### src/rtl/tcd_pkg.sv
// Shared types, register codes and constants of the tempo clock divider.
`default_nettype none

package tcd_pkg;

  // Field widths of the configuration registers.
  localparam int TEMPO_W    = 15;
  localparam int MODE_W     = 2;
  localparam int CFG_IDX_W  = 2;
  localparam int CFG_DATA_W = TEMPO_W;

  // Register indexes on the configuration port.
  localparam logic [CFG_IDX_W-1:0] REG_TEMPO = 2'd0;
  localparam logic [CFG_IDX_W-1:0] REG_MODE  = 2'd1;

  // Clock source modes; any other code behaves as external gate.
  localparam logic [MODE_W-1:0] MODE_INTERNAL = 2'd0;
  localparam logic [MODE_W-1:0] MODE_MIDI     = 2'd1;
  localparam logic [MODE_W-1:0] MODE_GATE     = 2'd2;

  // Reset value of the tempo register, in hundredths of a beat per minute.
  localparam logic [TEMPO_W-1:0] TEMPO_RESET = 15'd12000;

  // Default parameter values.
  localparam int PULSES_PER_QUARTER_DEF = 96;
  localparam int CLOCK_DIVIDE_DEF       = 16;

  // Period arithmetic constants.
  localparam longint unsigned TICK_NUMER  = 120000000;
  localparam longint unsigned SEC_PER_MIN = 60;
  localparam int              BPM_SCALE   = 100;

  // Division by 100 as a multiply by 5243 and a shift right by 19; exact for
  // every 15-bit tempo value.
  localparam int BPM_RECIP       = 5243;
  localparam int BPM_RECIP_W     = 13;
  localparam int BPM_RECIP_SHIFT = 19;
  localparam int BPM_W           = 9;

  // Payload of one input item.
  typedef struct packed {
    logic [31:0] cycle_time;
    logic        playing;
    logic        midi_clock_level;
  } tcd_in_t;

  // Payload of one result item.
  typedef struct packed {
    logic clock_level;
    logic midi_clock_tick;
    logic ppq_pulse;
    logic load_permit;
  } tcd_out_t;

endpackage : tcd_pkg

`default_nettype wire

### src/rtl/tcd_period_div.sv
// Pulse period unit: derives the pulse period from the tempo with a bit-serial divider.
`default_nettype none

module tcd_period_div
  import tcd_pkg::*;
#(
  parameter int PULSES_PER_QUARTER = PULSES_PER_QUARTER_DEF
) (
  input  wire logic                clk,
  input  wire logic                rst_n,
  input  wire logic                start,
  input  wire logic [TEMPO_W-1:0]  tempo,
  output logic                     busy,
  output logic [31:0]              period
);

  // Dividend and its width; the quotient never exceeds it.
  localparam longint unsigned NUMER = TICK_NUMER / PULSES_PER_QUARTER;
  localparam int NW = $clog2(NUMER + 1);
  localparam int CW = $clog2(NW);
  localparam int MW = NW + 6;
  localparam int PW = TEMPO_W + BPM_RECIP_W;

  // Period for the reset tempo, saturated to 32 bits.
  localparam longint unsigned RST_FULL =
    (NUMER / (TEMPO_RESET / BPM_SCALE)) * SEC_PER_MIN;
  localparam logic [31:0] RST_PERIOD =
    (RST_FULL > 64'hFFFF_FFFF) ? 32'hFFFF_FFFF : 32'(RST_FULL);

  // Sequencer states.
  localparam logic [1:0] ST_IDLE = 2'd0;
  localparam logic [1:0] ST_BPM  = 2'd1;
  localparam logic [1:0] ST_DIV  = 2'd2;
  localparam logic [1:0] ST_MUL  = 2'd3;

  logic [1:0]         state_r, state_nxt;
  logic [TEMPO_W-1:0] tempo_r, tempo_nxt;
  logic [BPM_W-1:0]   bpm_r, bpm_nxt;
  logic [BPM_W-1:0]   rem_r, rem_nxt;
  logic [NW-1:0]      quot_r, quot_nxt;
  logic [CW-1:0]      cnt_r, cnt_nxt;
  logic [31:0]        period_r, period_nxt;

  logic [PW-1:0]      bpm_prod;
  logic [BPM_W-1:0]   bpm_raw;
  logic [BPM_W:0]     rem_sh;
  logic               rem_ge;
  logic [MW-1:0]      mul_full;
  logic [63:0]        mul_ext;

  // Tempo divided by 100 through the reciprocal, then clamped to 1 BPM.
  assign bpm_prod = PW'(tempo_r) * PW'(BPM_RECIP);
  assign bpm_raw  = bpm_prod[BPM_RECIP_SHIFT +: BPM_W];

  // One restoring division step a cycle.
  assign rem_sh = {rem_r, quot_r[NW-1]};
  assign rem_ge = (rem_sh >= {1'b0, bpm_r});

  // Quotient scaled to seconds and saturated to 32 bits.
  assign mul_full = MW'(quot_r) * MW'(SEC_PER_MIN);
  assign mul_ext  = 64'(mul_full);

  // Next-state logic of the sequencer.
  always_comb begin
    state_nxt  = state_r;
    tempo_nxt  = tempo_r;
    bpm_nxt    = bpm_r;
    rem_nxt    = rem_r;
    quot_nxt   = quot_r;
    cnt_nxt    = cnt_r;
    period_nxt = period_r;
    unique case (state_r)
      ST_IDLE: begin
        if (start) begin
          tempo_nxt = tempo;
          state_nxt = ST_BPM;
        end
      end
      ST_BPM: begin
        bpm_nxt   = (bpm_raw == '0) ? BPM_W'(1) : bpm_raw;
        rem_nxt   = '0;
        quot_nxt  = NW'(NUMER);
        cnt_nxt   = CW'(NW - 1);
        state_nxt = ST_DIV;
      end
      ST_DIV: begin
        rem_nxt  = rem_ge ? BPM_W'(rem_sh - {1'b0, bpm_r}) : rem_sh[BPM_W-1:0];
        quot_nxt = {quot_r[NW-2:0], rem_ge};
        if (cnt_r == '0) begin
          state_nxt = ST_MUL;
        end else begin
          cnt_nxt = cnt_r - CW'(1);
        end
      end
      ST_MUL: begin
        period_nxt = (mul_ext > 64'h0000_0000_FFFF_FFFF) ? 32'hFFFF_FFFF : mul_ext[31:0];
        state_nxt  = ST_IDLE;
      end
      default: state_nxt = ST_IDLE;
    endcase
  end

  // Control state and the period are reset; working registers are not.
  always_ff @(posedge clk) begin
    if (!rst_n) begin
      state_r  <= ST_IDLE;
      period_r <= RST_PERIOD;
    end else begin
      state_r  <= state_nxt;
      period_r <= period_nxt;
    end
  end

  always_ff @(posedge clk) begin
    tempo_r <= tempo_nxt;
    bpm_r   <= bpm_nxt;
    rem_r   <= rem_nxt;
    quot_r  <= quot_nxt;
    cnt_r   <= cnt_nxt;
  end

  assign busy   = (state_r != ST_IDLE);
  assign period = period_r;

endmodule : tcd_period_div

`default_nettype wire

### src/rtl/tempo_clock_divider.sv
// Top level of the tempo clock divider: tick pipeline, mode register and period unit.
//
// Each accepted item is one timer tick and yields exactly one result item. The block
// takes one item per clock cycle while the period unit is idle and the output is not
// stalled; an item is held in an input register, evaluated against the pulse state in
// one pass, and its result is loaded into the output register once that register is
// free. Writing the tempo register starts the bit-serial period divider, which takes one
// quotient bit a cycle for NW-bit dividends; NW = clog2(120000000 / PULSES_PER_QUARTER + 1)
// is 21 at the default. While busy, no item and no further configuration write is taken.
// Writing the mode register does not make the period unit busy.
`default_nettype none

module tempo_clock_divider
  import tcd_pkg::*;
#(
  parameter int PULSES_PER_QUARTER = PULSES_PER_QUARTER_DEF,
  parameter int CLOCK_DIVIDE       = CLOCK_DIVIDE_DEF
) (
  input  wire logic                  clk,
  input  wire logic                  rst_n,
  input  wire logic                  cfg_valid,
  output logic                       cfg_ready,
  input  wire logic [CFG_IDX_W-1:0]  cfg_index,
  input  wire logic [CFG_DATA_W-1:0] cfg_data,
  input  wire logic                  in_valid,
  output logic                       in_ready,
  input  wire tcd_in_t               in_data,
  output logic                       out_valid,
  input  wire logic                  out_ready,
  output tcd_out_t                   out_data
);

  // Phase counter width and its thresholds.
  localparam int PW = $clog2(CLOCK_DIVIDE + 1);
  localparam logic [PW-1:0] PH_FULL  = PW'(CLOCK_DIVIDE);
  localparam logic [PW-1:0] PH_HALF  = PW'(CLOCK_DIVIDE / 2);
  localparam logic [PW-1:0] PH_LATE  = PW'(15 * CLOCK_DIVIDE / 16);
  localparam logic [PW-1:0] PH_EARLY = PW'(7 * CLOCK_DIVIDE / 16);

  logic              per_busy;
  logic [31:0]       period;
  logic              cfg_fire;
  logic              in_fire;
  logic              advance;

  logic [MODE_W-1:0] mode_r;
  logic              s1_valid_r;
  tcd_in_t           s1_data_r;
  logic              out_valid_r;
  tcd_out_t          out_data_r, out_data_nxt;

  logic [PW-1:0]     phase_r, phase_nxt;
  logic [31:0]       last_r, last_nxt;
  logic              clk_out_r, clk_out_nxt;
  logic              load_ok_r, load_ok_nxt;
  logic [31:0]       elapsed;
  logic              tick;
  logic              pulse;

  // Configuration writes wait while the period unit works.
  assign cfg_ready = !per_busy;
  assign cfg_fire  = cfg_valid && cfg_ready;

  tcd_period_div #(
    .PULSES_PER_QUARTER(PULSES_PER_QUARTER)
  ) u_period (
    .clk   (clk),
    .rst_n (rst_n),
    .start (cfg_fire && (cfg_index == REG_TEMPO)),
    .tempo (cfg_data[TEMPO_W-1:0]),
    .busy  (per_busy),
    .period(period)
  );

  // Mode register.
  always_ff @(posedge clk) begin
    if (!rst_n) begin
      mode_r <= MODE_INTERNAL;
    end else if (cfg_fire && (cfg_index == REG_MODE)) begin
      mode_r <= cfg_data[MODE_W-1:0];
    end
  end

  // Pipeline flow: the input stage moves on whenever the output register is free.
  assign advance  = s1_valid_r && (!out_valid_r || out_ready);
  assign in_ready = !per_busy && (!s1_valid_r || advance);
  assign in_fire  = in_valid && in_ready;

  // Per-tick evaluation of the pulse, phase and load-permit state.
  assign elapsed = s1_data_r.cycle_time - last_r;

  always_comb begin
    phase_nxt   = phase_r;
    last_nxt    = last_r;
    clk_out_nxt = clk_out_r;
    load_ok_nxt = load_ok_r;
    tick        = 1'b0;
    pulse       = 1'b0;
    unique case (mode_r)
      MODE_INTERNAL: begin
        if (phase_nxt > PH_HALF) begin
          load_ok_nxt = 1'b0;
        end
        if (elapsed > period) begin
          if (phase_nxt < PH_FULL) begin
            phase_nxt = phase_nxt + PW'(1);
          end
          if ((phase_nxt >= PH_FULL) && s1_data_r.playing) begin
            clk_out_nxt = 1'b1;
            load_ok_nxt = 1'b1;
            tick        = 1'b1;
            phase_nxt   = '0;
          end
          pulse    = 1'b1;
          last_nxt = last_r + period;
        end
        // Loading is blocked in the windows just before each clock edge.
        if ((phase_nxt >= PH_LATE) && (phase_nxt < PH_FULL)) begin
          load_ok_nxt = 1'b0;
        end
        if ((phase_nxt >= PH_EARLY) && (phase_nxt < PH_HALF)) begin
          load_ok_nxt = 1'b0;
        end
        if ((phase_nxt >= PH_HALF) && clk_out_nxt) begin
          clk_out_nxt = 1'b0;
          load_ok_nxt = 1'b1;
        end
      end
      MODE_MIDI: begin
        load_ok_nxt = 1'b1;
        clk_out_nxt = s1_data_r.midi_clock_level;
      end
      default: begin
        load_ok_nxt = 1'b1;
      end
    endcase
    out_data_nxt.clock_level     = clk_out_nxt;
    out_data_nxt.midi_clock_tick = tick;
    out_data_nxt.ppq_pulse       = pulse;
    out_data_nxt.load_permit     = load_ok_nxt;
  end

  // Control and tick state.
  always_ff @(posedge clk) begin
    if (!rst_n) begin
      s1_valid_r  <= 1'b0;
      out_valid_r <= 1'b0;
      phase_r     <= '0;
      last_r      <= '0;
      clk_out_r   <= 1'b0;
      load_ok_r   <= 1'b0;
    end else begin
      if (in_fire) begin
        s1_valid_r <= 1'b1;
      end else if (advance) begin
        s1_valid_r <= 1'b0;
      end
      if (advance) begin
        out_valid_r <= 1'b1;
        phase_r     <= phase_nxt;
        last_r      <= last_nxt;
        clk_out_r   <= clk_out_nxt;
        load_ok_r   <= load_ok_nxt;
      end else if (out_ready) begin
        out_valid_r <= 1'b0;
      end
    end
  end

  // Payload registers.
  always_ff @(posedge clk) begin
    if (in_fire) begin
      s1_data_r <= in_data;
    end
    if (advance) begin
      out_data_r <= out_data_nxt;
    end
  end

  assign out_valid = out_valid_r;
  assign out_data  = out_data_r;

  // A clock tick message always goes out with the clock raised.
  a_tick_raises_clock: assert property (@(posedge clk) disable iff (!rst_n)
    out_valid |-> (!out_data.midi_clock_tick || out_data.clock_level))
    else $error("MIDI clock tick without raised clock level");

  // External modes never produce pulses or ticks.
  a_ext_no_pulse: assert property (@(posedge clk) disable iff (!rst_n)
    (advance && (mode_r != MODE_INTERNAL)) |=>
      (!out_data.ppq_pulse && !out_data.midi_clock_tick))
    else $error("pulse or tick produced in an external clock mode");

  // The phase saturates at the divider length.
  a_phase_bound: assert property (@(posedge clk) disable iff (!rst_n)
    phase_r <= PH_FULL)
    else $error("pulse phase beyond the divider length");

  // A tempo write starts the period unit.
  a_tempo_starts_div: assert property (@(posedge clk) disable iff (!rst_n)
    (cfg_fire && (cfg_index == REG_TEMPO)) |=> per_busy)
    else $error("tempo write did not start the period unit");

  // No tick is taken while the period is being recomputed.
  a_no_item_busy: assert property (@(posedge clk) disable iff (!rst_n)
    per_busy |=> !$rose(s1_valid_r))
    else $error("item taken while the period unit was busy");

endmodule : tempo_clock_divider

`default_nettype wire
### config.mk
export PLATFORM = sky130hd
export DESIGN_NAME = tempo_clock_divider
export DESIGN_NICKNAME = d
export VERILOG_FILES = /design/src/rtl/tcd_pkg.sv /design/src/rtl/tcd_period_div.sv /design/src/rtl/tempo_clock_divider.sv
export SDC_FILE = /design/constraint.sdc
export NUM_CORES = 1
export LEC_CHECK = 0
export BUFFER_PORTS_ARGS = -buffer_cell sky130_fd_sc_hd__buf_2
export CAP_MARGIN = 10
export CORE_MARGIN = 2
export CORE_UTILIZATION = 50
export CTS_CLUSTER_SIZE = 12
export DETAILED_ROUTE_END_ITERATION = 8
export HOLD_SLACK_MARGIN = 0.05
export PLACE_DENSITY = 0.68
export SETUP_SLACK_MARGIN = 0.2
export SLEW_MARGIN = 30
export SYNTH_ARGS = -nofsm -noshare
export SYNTH_HDL_FRONTEND = slang
export SYNTH_SLANG_ARGS = --single-unit
### constraint.sdc
create_clock -name clk -period 15.8 [get_ports clk]
set_input_delay 2.37 -clock clk [delete_from_list [all_inputs] [get_ports clk]]
set_output_delay 2.37 -clock clk [all_outputs]
set_load 0.01 [all_outputs]
==> impl_metrics.tcl <==
set metrics [dict create \
    synth_nets 1892 \
    dr_wl_met2_um 14600 \
    clk_pin_slew_ns 0.07 \
    yosysSeqAreaShare_pct 28.3 \
    cts_sinks 165 \
    grt_max_degree 47 \
    htree_levels 4 \
    setup_violations 0 \
    yosys.area.top_type "edfxtp_1" \
    dr_wl_met3_um 953 \
    first_pass_iters 5 \
    max_freq_ghz 0.166 \
    critPathKind "reg -> reg" \
    slew_headroom_pct 56.9 \
    grt.overflow.total 0 \
    synthCells 1502 \
    cp.required_ns 16.04 \
    rsz0062_at_grt "no" \
    via_per_inst 5.42 \
    cp-start-kind "register" \
    cts-root-buf "clkbuf_16" \
    leakage_uw 0.00734 \
    maxCapViolCount 0 \
    clockBufferDepth 2 \
    stdcell_area_um2 16400 \
    async_flop_share_pct 0 \
    hold_class "reg -> reg" \
    fin_crit_ns 6.04 \
    power_density_nw_per_um2 180 \
    p_int_uw 1640 \
    drtIter0Drc 565 \
    synth_ff_type "edfxtp_1" \
    synth.distinct_cells 83 \
    area_growth_pct 8.35 \
    fp.dieArea_um2 31600 \
    synth_edf_count 97 \
    n_fill_cell 2618 \
    dp_hpwl_um 24400 \
    status "finished clean" \
    wl_um 30800 \
    clock_latency_ns 0.45 \
    grt_pass1_vias 10900 \
    die_y_um 178 \
    gp_congestion 0.876 \
    initial_core_util_pct 50.8 \
    gr-usage-all-layers_pct 20.4 \
    final_cell_mix "ha_1, inv_1, nor2_1, fa_1, edfxtp_1" \
    synth_top_cell_area_share_pct 19.3 \
    ys.warnings.count 0 \
    drc 0 \
    top_layer "met5" \
    cts_tree "yes" \
    power_frac_comb_pct 64.4 \
    die_x_um 178 \
    synth_area_per_cell_um2 10.1 \
    tns_ns 0 \
    drv_slew 0 \
    wl_per_cell_um 15.7 \
    coreArea_um2 29700 \
    p_clk_share_pct 14.1 \
    seqPwrFrac_pct 21.6 \
    worst_slew_pin_slew_ns 0.630 \
    final_layout_size_suffix_gt1_share_pct 7.87 \
    placed_cell_area_um2 15800 \
    final_hold_viol_count 0 \
    diodes 0 \
    drt-met1-wl_um 14700 \
    worst_setup_path_end_kind "register" \
    vias 10700 \
    grt_pass1_wl_um 51200 \
    p_sw_share_pct 44.3 \
    rows 63 \
    layout_commonest_cell "ha_1" \
    fin_nets 1952 \
    syn_area_um2 15100 \
    period_share_pct 38.2 \
    crit_fanout 6 \
    antenna_found_initial 1 \
    antenna_left 0 \
    finalClockSkew_ns 0.0116 \
    cts_made_buffers 17 \
    p_switching_uw 1300 \
    portBuffers 62 \
    cts_setup_buffers 0 \
    synth_area_leaders "edfxtp_1, ha_1, fa_1" \
    crit_arrival_ns 6.28 \
    synth_seq_cells 165 \
    hold_buffers 0 \
    ios 63 \
    ir_drop_mv 0.116 \
    cts.repair.resized 0 \
]
-- metrics by stage --
stage	util, %	total power (uW)	hold slack, ns	cells	setup slack, ns
after CTS	55.1	2970	0.484	1965	9.71
after global placement	53.1	2490	0.460	1933	9.75
after global routing	55.1	3260	0.512	1965	9.36
after floorplan	-	2140	0.449	1502	10.38
final	55.1	2940	0.483	1965	9.76
after detailed placement	53.1	2530	0.474	1933	9.74
-- critical path, stage by stage (launching register included) --
cell and delay, ns:
edfxtp_1 0.55, ha_1 0.37, inv_1 0.06, fa_1 0.50, fa_1 0.51, inv_1 0.05
fa_1 0.46, fa_1 0.49, ha_1 0.33, a21o_1 0.16, a21oi_1 0.15, o21ai_0 0.16
a22oi_1 0.29, nand3_1 0.11, o211ai_1 0.19, xnor2_1 0.15, or4b_2 0.69, or3_1 0.33
o41ai_1 0.28
-- path summary, 6_finish.rpt --
check	from	end	slack (ns)	depth (start not counted)
setup reg to reg	u_period.tempo_r[12]	u_period.bpm_r[0]	9.76	18
hold reg to reg	last_r[31]	last_r[31]	0.48	2
hold / removal	last_r[31]	last_r[31]	0.48	2
setup / recovery	u_period.tempo_r[12]	u_period.bpm_r[0]	9.76	18
-- area by class of cell --
type                    instances  area [um^2]  share of cell area, %
clock buffers                  21          493                   3.01
clock inverters                11         86.3                  0.527
inverters                     215          807                   4.93
multi-input cells            1094         9860                   60.2
flip-flops and latches        165         4270                   26.1
well taps                     390          488                   2.98
repair buffers                 69          363                   2.22
-- cell families (layout without fill, tap and decap cells) --
family	after synthesis	after routing	share of synthesized area (%)
adder cells (fa/ha/maj)	334	334	33.2
multiplexers	47	47	3.12
AND/OR/NAND/NOR	330	330	10.6
XOR/XNOR	90	90	5.22
buffers and inverters	243	316	6.50
flip-flops	165	165	28.3
AO/OA/AOI/OAI	293	293	13.1
-- synth_stat cells (all sizes together) (6+ instances only) --
cell type  number
a21o           42
clkbuf         19
a31oi           8
ha            223
nand2b         20
o311ai          6
fa            111
o211ai         14
buf             9
xor2           34
or3             9
xnor2          56
nand2          71
a211oi         15
nand4          16
and2           17
nor3           15
edfxtp         97
dfxtp          68
nand3          22
inv           214
o21a           15
o21bai         12
and3            9
o31ai           8
nor2b          13
o21ai          53
nor2          112
a21oi          82
mux2i          46
nand3b          6
-- sequential cells by signal, indices dropped and copies added, names as in the netlist, 2 cells and up --
signal	flops
u_period.cnt_r	5
s1_data_r	34
u_period.tempo_r	15
out_data	4
last_r	30
u_period.rem_r	9
mode_r	2
u_period.state_r	2
u_period.quot_r	21
phase_r	5
u_period.bpm_r	9
u_period.period	25
-- metal layers --
metal | vias up | track usage (%)
li1 | 5340 | -
met1 | 5124 | 26.7
met2 | 151 | 34.4
met3 | 42 | 3.62
met4 | 2 | 6.11
met5 | - | 0
-- power by group through the flow --
stage | Combinational (uW) | Sequential [uW] | Clock [uW]
2_1_floorplan | 1520 | 625 | 0
3_3_place_gp | 1840 | 643 | 0
3_5_place_dp | 1880 | 645 | 0
4_1_cts | 1910 | 636 | 422
5_1_grt | 2170 | 646 | 439
6_report | 1890 | 634 | 413
Power figures use the tool's default switching activity.
